==> config.mk <==
export PLATFORM = sky130hd
export DESIGN_NAME = xoshiro256_prng_with_seeding_core
export DESIGN_NICKNAME = d
export VERILOG_FILES = /design/src/xsh_pkg.sv /design/src/xsh_mul.sv /design/src/xoshiro256_prng_with_seeding_core.sv
export SDC_FILE = /design/constraint.sdc
export NUM_CORES = 2
export LEC_CHECK = 0
export ABC_AREA = 0
export BUFFER_PORTS_ARGS = -buffer_cell sky130_fd_sc_hd__buf_2
export CAP_MARGIN = 20
export CORE_UTILIZATION = 40
export DETAILED_ROUTE_END_ITERATION = 6
export GPL_TIMING_DRIVEN = 0
export PLACE_DENSITY_LB_ADDON = 0.25
export SLEW_MARGIN = 20
export SYNTH_ARGS = -nofsm -noshare
export SYNTH_HDL_FRONTEND = slang
export SYNTH_SLANG_ARGS = --single-unit
==> constraint.sdc <==
create_clock -name i_clk -period 11.1 [get_ports i_clk]
set_input_delay 1.665 -clock i_clk [delete_from_list [all_inputs] [get_ports i_clk]]
set_output_delay 1.665 -clock i_clk [all_outputs]
set_load 0.02 [all_outputs]
==> src/xsh_pkg.sv <==
// ----------------------------------------------------------------------------
// xsh_pkg
// Shared types and constants of the xoshiro256** generator with SplitMix64
// seeding.
// ----------------------------------------------------------------------------
package xsh_pkg;

    localparam int WORD_W    = 64;
    localparam int HALF_W    = WORD_W / 2;
    localparam int NUM_WORDS = 4;
    localparam int WIDX_W    = $clog2(NUM_WORDS);

    localparam logic [WIDX_W-1:0] LAST_WORD = WIDX_W'(NUM_WORDS - 1);

    localparam logic [WORD_W-1:0] GOLDEN_STEP = 64'h9e37_79b9_7f4a_7c15;
    localparam logic [WORD_W-1:0] MIX_MUL_A   = 64'hbf58_476d_1ce4_e5b9;
    localparam logic [WORD_W-1:0] MIX_MUL_B   = 64'h94d0_49bb_1331_11eb;

    localparam int SHIFT_UPD = 17;
    localparam int ROT_UPD   = 45;
    localparam int ROT_OUT   = 7;
    localparam int MIX_SH0   = 30;
    localparam int MIX_SH1   = 27;
    localparam int MIX_SH2   = 31;

    typedef logic [WORD_W-1:0] t_word;

    typedef struct packed {
        logic  start;
        t_word a;
        t_word b;
    } t_mul_req;

    typedef struct packed {
        logic  done;
        t_word p;
    } t_mul_rsp;

    function automatic t_word rotl(input t_word v, input int amt);
        rotl = (v << amt) | (v >> (WORD_W - amt));
    endfunction

endpackage

==> src/xsh_mul.sv <==
// ----------------------------------------------------------------------------
// xsh_mul
// Iterative 64 x 64 multiplier returning the low 64 bits of the product.
// One 32 x 32 multiplier forms the three needed partial products in turn;
// the result is presented together with a one-cycle done pulse.
// ----------------------------------------------------------------------------
module xsh_mul (
    input  logic              i_clk,
    input  logic              i_rst_n,
    input  xsh_pkg::t_mul_req i_req,
    output xsh_pkg::t_mul_rsp o_rsp
);
    import xsh_pkg::*;

    localparam logic [1:0] STEP_LL = 2'd0;
    localparam logic [1:0] STEP_HL = 2'd1;
    localparam logic [1:0] STEP_LH = 2'd2;

    logic              r_busy;
    logic              r_done;
    logic [1:0]        r_step;
    t_word             r_a;
    t_word             r_b;
    t_word             r_p0;
    logic [HALF_W-1:0] r_x;
    logic [HALF_W-1:0] r_y;
    logic [HALF_W-1:0] w_opx;
    logic [HALF_W-1:0] w_opy;
    t_word             w_prod;

    always_comb begin
        case (r_step)
            STEP_LL: begin
                w_opx = r_a[HALF_W-1:0];
                w_opy = r_b[HALF_W-1:0];
            end
            STEP_HL: begin
                w_opx = r_a[WORD_W-1:HALF_W];
                w_opy = r_b[HALF_W-1:0];
            end
            default: begin
                w_opx = r_a[HALF_W-1:0];
                w_opy = r_b[WORD_W-1:HALF_W];
            end
        endcase
    end

    assign w_prod = WORD_W'(w_opx) * WORD_W'(w_opy);

    always_ff @(posedge i_clk) begin
        if (!i_rst_n) begin
            r_busy <= 1'b0;
            r_done <= 1'b0;
            r_step <= STEP_LL;
        end else begin
            r_done <= 1'b0;
            if (i_req.start) begin
                r_busy <= 1'b1;
                r_step <= STEP_LL;
            end else if (r_busy) begin
                r_step <= r_step + 2'd1;
                if (r_step == STEP_LH) begin
                    r_busy <= 1'b0;
                    r_done <= 1'b1;
                end
            end
        end
    end

    always_ff @(posedge i_clk) begin
        if (i_req.start) begin
            r_a <= i_req.a;
            r_b <= i_req.b;
        end else if (r_busy) begin
            case (r_step)
                STEP_LL: r_p0 <= w_prod;
                STEP_HL: r_x  <= w_prod[HALF_W-1:0];
                default: r_y  <= w_prod[HALF_W-1:0];
            endcase
        end
    end

    assign o_rsp.done = r_done;
    assign o_rsp.p    = {r_p0[WORD_W-1:HALF_W] + r_x + r_y, r_p0[HALF_W-1:0]};

endmodule

==> src/xoshiro256_prng_with_seeding_core.sv <==
// Next request: the result is registered in r_tmp (state NXT), then in
// r_out_data (state NXT2, held while the last output word is untaken);
// no new request is taken until the core is back in IDLE. Seed request:
// four SplitMix64 rounds, each an add and two passes through the shared
// multiplier. Reset is synchronous; afterwards the core expands seed zero
// before it accepts its first request.
// ----------------------------------------------------------------------------
// xoshiro256_prng_with_seeding_core
// xoshiro256** generator with 256 bits of state and SplitMix64 seeding.
// ----------------------------------------------------------------------------
module xoshiro256_prng_with_seeding_core (
    input  logic        i_clk,
    input  logic        i_rst_n,
    input  logic        i_s_tvalid,
    output logic        o_s_tready,
    input  logic [63:0] i_s_tdata,   // seed_value[63:0]
    input  logic        i_s_tuser,   // req_type[0]
    output logic        o_m_tvalid,
    input  logic        i_m_tready,
    output logic [63:0] o_m_tdata    // random_word[63:0]
);
    import xsh_pkg::*;

    typedef enum logic [6:0] {
        ST_IDLE      = 7'b0000001,
        ST_NXT       = 7'b0000010,
        ST_NXT2      = 7'b0000100,
        ST_ADD       = 7'b0001000,
        ST_MULA_GO   = 7'b0010000,
        ST_MULA_WAIT = 7'b0100000,
        ST_MULB_WAIT = 7'b1000000
    } t_state;

    t_state            r_state;
    t_state            n_state;
    t_word             r_s [NUM_WORDS];
    t_word             r_acc;
    t_word             r_tmp;
    logic [WIDX_W-1:0] r_widx;
    logic              r_out_valid;
    t_word             r_out_data;
    t_mul_req          w_mul_req;
    t_mul_rsp          w_mul_rsp;
    logic              w_accept;
    logic              w_load_out;
    t_word             w_mix_b;
    t_word             w_mix_out;

    xsh_mul u_mul (
        .i_clk   (i_clk),
        .i_rst_n (i_rst_n),
        .i_req   (w_mul_req),
        .o_rsp   (w_mul_rsp)
    );

    assign o_s_tready = (r_state == ST_IDLE);
    assign w_accept   = i_s_tvalid && o_s_tready;
    assign w_load_out = (r_state == ST_NXT2) && (!r_out_valid || i_m_tready);
    assign w_mix_b    = w_mul_rsp.p ^ (w_mul_rsp.p >> MIX_SH1);
    assign w_mix_out  = w_mul_rsp.p ^ (w_mul_rsp.p >> MIX_SH2);

    always_comb begin
        w_mul_req.start = (r_state == ST_MULA_GO) ||
                          ((r_state == ST_MULA_WAIT) && w_mul_rsp.done);
        if (r_state == ST_MULA_GO) begin
            w_mul_req.a = r_acc ^ (r_acc >> MIX_SH0);
            w_mul_req.b = MIX_MUL_A;
        end else begin
            w_mul_req.a = w_mix_b;
            w_mul_req.b = MIX_MUL_B;
        end
    end

    always_comb begin
        n_state = r_state;
        case (r_state)
            ST_IDLE: begin
                if (w_accept) begin
                    n_state = i_s_tuser ? ST_ADD : ST_NXT;
                end
            end
            ST_NXT:     n_state = ST_NXT2;
            ST_NXT2: begin
                if (w_load_out) begin
                    n_state = ST_IDLE;
                end
            end
            ST_ADD:     n_state = ST_MULA_GO;
            ST_MULA_GO: n_state = ST_MULA_WAIT;
            ST_MULA_WAIT: begin
                if (w_mul_rsp.done) begin
                    n_state = ST_MULB_WAIT;
                end
            end
            ST_MULB_WAIT: begin
                if (w_mul_rsp.done) begin
                    n_state = (r_widx == LAST_WORD) ? ST_IDLE : ST_ADD;
                end
            end
            default:    n_state = ST_IDLE;
        endcase
    end

    always_ff @(posedge i_clk) begin
        if (!i_rst_n) begin
            r_state     <= ST_ADD;
            r_acc       <= '0;
            r_widx      <= '0;
            r_out_valid <= 1'b0;
        end else begin
            r_state <= n_state;
            if (w_load_out) begin
                r_out_valid <= 1'b1;
            end else if (o_m_tvalid && i_m_tready) begin
                r_out_valid <= 1'b0;
            end
            if (w_accept) begin
                r_acc  <= i_s_tdata;
                r_widx <= '0;
            end else if (r_state == ST_ADD) begin
                r_acc <= r_acc + GOLDEN_STEP;
            end else if ((r_state == ST_MULB_WAIT) && w_mul_rsp.done) begin
                r_widx <= r_widx + 1'b1;
            end
        end
    end

    always_ff @(posedge i_clk) begin
        if (r_state == ST_NXT) begin
            r_tmp <= rotl(r_s[1] + (r_s[1] << 2), ROT_OUT);
        end
        if (w_load_out) begin
            r_out_data <= r_tmp + (r_tmp << 3);
            r_s[0] <= r_s[0] ^ r_s[3] ^ r_s[1];
            r_s[1] <= r_s[1] ^ r_s[2] ^ r_s[0];
            r_s[2] <= r_s[2] ^ r_s[0] ^ (r_s[1] << SHIFT_UPD);
            r_s[3] <= rotl(r_s[3] ^ r_s[1], ROT_UPD);
        end else if ((r_state == ST_MULB_WAIT) && w_mul_rsp.done) begin
            r_s[r_widx] <= w_mix_out;
        end
    end

    assign o_m_tvalid = r_out_valid;
    assign o_m_tdata  = r_out_data;

    a_accept_busy: assert property (@(posedge i_clk) disable iff (!i_rst_n)
        w_accept |=> !o_s_tready)
        else $error("core still ready after taking a request");

    a_mul_done_state: assert property (@(posedge i_clk) disable iff (!i_rst_n)
        w_mul_rsp.done |-> (r_state == ST_MULA_WAIT || r_state == ST_MULB_WAIT))
        else $error("multiplier finished outside a seeding wait state");

    a_result_held: assert property (@(posedge i_clk) disable iff (!i_rst_n)
        (r_state == ST_NXT2 && r_out_valid && !i_m_tready) |=> r_state == ST_NXT2)
        else $error("next result left its state while the output was full");

    a_mul_idle_start: assert property (@(posedge i_clk) disable iff (!i_rst_n)
        (r_state == ST_MULA_GO) |=> !w_mul_rsp.done)
        else $error("multiplier done too early after start");

endmodule

==> summary.md <==
| Metric | Value |
|---|---|
| Count leader, synth | inv_1 |
| Register area | ~0.019 mm^2 |
| TNS Setup | 0 ns |
| Slowest cell on the critical path | clkbuf_1 |
| Gpl congestion | just over 1 |
| Avg Cell Area, Syn | between 10 and 15 um^2 |
| Drt total wl | approximately 250,000 um |
| Fmax | roughly 92 MHz |
| Slew HR | between 10% and 20% |
| Hold Slack | ~0.48 ns |
| Synth top area share | 25.73% |
| Leading area contributor after synthesis | edfxtp_1 |
| Largest family of logic cells by synthesized area | adder cells |
| Setup crit end kind | register |
| Clk_lat worst skew | 0.69 ns |
| Share of cells above drive strength 1 | 6.011% |
| Most used cell, CP | fa_1 |
| Die area | ~0.17 mm^2 |
| Worst setup path category | register to register |
| Net Count, Synth | 8,148 |
| First-pass GRT wire length | 365,900 um |
| Yosys warnings | 0 |
| # fillers | between 15,000 and 20,000 |
| Failing checks | design-rule violations |
| Post-Place Worst Slack | -1.218 ns |
| Synth async-reset ratio | 0% |
| Inst Count DP | 9,100 |
| CTS tree | yes |
| RSZ-0062 raised after global routing | false |
| Compound-Gate Fraction of Synth Area | between 10% and 20% |
| Post-synth top flop | edfxtp_1 |
| Worst-Margin Slew | around 1.3 ns |
| Pin count of the biggest net entering global routing | 61 |
| Sink Count | 656 |
| CP top delay family | adder cells |
| IO Count | 135 |
| XOR/XNOR Fraction of Synth Area | between 8 and 9% |
| Starting Density | around 40% |
| Port buffer count | 134 |
| Initial antenna violation count | 16 |
| Fin nets | between 8,000 and 9,000 |
| Max_cap viols | 0 |
| Final Critical Period | roughly 11 ns |
| H-tree levels | 3 |
| Mapped cell area | 0.06746 mm^2 |
| Area Growth Syn to Fin | 9.545% |
| DR pass1 iterations | 7 |
| Vias in the first global route | 52,360 |
| DR DRC count | 2 |
| Hold crit path type | register to register |
| CTS root buffer | clkbuf_16 |
| Adder-Cell Fraction of Synth Area | 34.54% |
| Status | finished, violations left |
| Synth Instances | a little under 7,000 |
| DPL Wire Length | 212,500 um |
| Routed Antenna Nets | 0 |
| CORE AREA | ~0.17 mm^2 |
| Clock Tree Buf Depth | 3 |
| Final worst setup slack | 0.2841 ns |
| DR vias/cell | roughly 5.6 |
| Routed WL per cell | between 20 and 30 um |
| Crit Path Max Fanout | 10 |
| Post-synthesis mux area share | less than 1% |
| Setup violators final | 0 |
| Cts bufs inserted | 70 |
| Post-synthesis cell type count | between 80 and 90 |
| Crit path required time | around 12 ns |
| Global Route Usage Sum | around 30% |
| Synth area leaders | edfxtp_1 26%, fa_1 26%, ha_1 8.9%, inv_1 5.7%, xnor2_1 5.7% |
| Multi-input gate area | between 0.04 and 0.05 mm^2 |
| Simple-gate portion of the synthesized area | under 10% |
| Post-route insts no fill | approximately 9,200 |
| Final hold vios | 0 |
| Post-synth EDFFs | 578 |
| CP startpoint kind | register |
| Clock Skew | slightly above 0.05 ns |
| Fin crit share | about 97% |
| Gr ovfl total | 0 |
| Post-synth top cells | 1,030 x inv_1, 864 x fa_1, 631 x nand2_1 |
| Row cnt | 150 |
| CP arrival | between 10 and 15 ns |
| Max incr delay on CP | between 0.9 and 1 ns |
| CTS clock-pin slew for the worst setup and hold paths | ~0.060 ns |
| Drt first-iter violations | roughly 5,200 |
| Routed via count | a little over 50,000 |
| DIE HEIGHT | between 400 and 500 um |
| Seq/Total Area, Yosys | between 20% and 30% |
| Die Span X | 412.7 um |
| Buffers & Inverters on Critical Path | 6 |
| Seq cells post-synth | 656 |
| Number of max-slew violations in the final report | 0 |
[per-layer routing]
layer  vias to the layer above  share of wire (%)  global-route usage [%]
li1                      22610                  -                       -
met5                         -              0.016                       0
met3                       530                7.8                   5.112
met4                         6                6.0                   14.55
met1                     25720                 41                   39.98
met2                      2395                 45                   47.10
[worst register-to-register path, stage by stage (launching register included)]
cell and delay [ns]:
edfxtp_1 0.38, clkbuf_2 0.48, clkbuf_2 0.69, clkbuf_1 0.93, nand2_1 0.32, o21ai_1 0.48, fa_1 0.55, fa_1 0.52
fa_1 0.54, inv_1 0.05, fa_1 0.50, inv_1 0.06, fa_1 0.49, fa_1 0.48, fa_1 0.56, fa_1 0.43
ha_1 0.28, clkbuf_1 0.32, nand4_1 0.18, nor4_1 0.27, o21ai_0 0.18, a311oi_2 0.41, nor3_1 0.14, o31ai_2 0.41
a21oi_1 0.22, o21ai_1 0.35, a41oi_1 0.18, xnor2_1 0.17
[what timing repair did]
action | 4_1_cts | 5_1_grt
endpoints found under the setup margin | 32 | 10
resized for setup | 28 | 38
buffers inserted | 0 | 1
hold buffers | 0 | 0
[logic make-up after synthesis]
group / count (synthesis)
xor gates and xnor gates: 668
buffers and inverters: 1297
DFF: 656
adders and majority gates: 1344
AOI/OAI and AO/OA: 1216
and+or+nand+nor: 1500
muxes: 54
[worst paths after layout]
kind | from | to | slack [ns] | depth (start not counted)
min | r_tmp[2] | o_m_tdata[2] | 0.48 | 0
max | u_mul.r_b[59] | u_mul.r_p0[61] | 0.28 | 27
max reg2reg | u_mul.r_b[59] | u_mul.r_p0[61] | 0.28 | 27
min reg2reg | r_tmp[2] | o_m_tdata[2] | 0.48 | 0
[layout make-up]
class | count | share of cell area, %
multi-input combinational | 4782 | 59.36
sequential | 656 | 25.60
inverter | 1032 | 5.246
tap | 2204 | 3.732
clock buffer | 87 | 2.584
buffer | 263 | 1.510
timing repair buffer | 162 | 1.451
clock inverter | 39 | 0.5080
antenna | 2 | 0.006773
[through the flow]
| stage | area [um^2] | utilization (%) |
|---|---|---|
| after floorplan | 67460 | - |
| after global placement | 70890 | 42.39 |
| after detailed placement | 71480 | 42.75 |
| after CTS | 73840 | 44.15 |
| after global routing | 73890 | 44.19 |
| final | 73900 | 44.19 |
[sequential cells by signal, summed over array words and instances, names as in the netlist]
register,cells
r_tmp,64
u_mul.r_y,32
r_widx,2
u_mul.r_step,2
r_s,256
u_mul.r_busy,1
u_mul.r_x,32
u_mul.r_a,64
r_state,7
o_m_tdata,64
r_acc,64
u_mul.r_done,1
u_mul.r_p0,64
o_m_tvalid,1
u_mul.r_b,2
[layout by cell type (no fill, tap or decap), types with 23 or more instances in the layout]
master,count
a21oi_1,364
o211ai_1,29
clkbuf_16,73
a211oi_1,50
clkbuf_2,25
clkbuf_1,220
and3_1,26
ha_1,480
nor2_1,448
o21bai_1,29
edfxtp_1,578
xor2_1,219
nor3_1,45
nand2b_1,44
xnor2_1,431
nor2b_1,25
and2_1,52
fa_1,864
or2_2,31
nand4_1,59
mux2i_1,36
o21ai_0,428
nand3_1,58
a31oi_1,38
dfxtp_1,78
inv_1,1029
nand2_1,618
o21a_1,23
a21o_1,115
buf_2,140
Power is left out: the tool's default activity adds up to more than one toggle a clock period on the data nets, which glitch-free logic cannot reach.
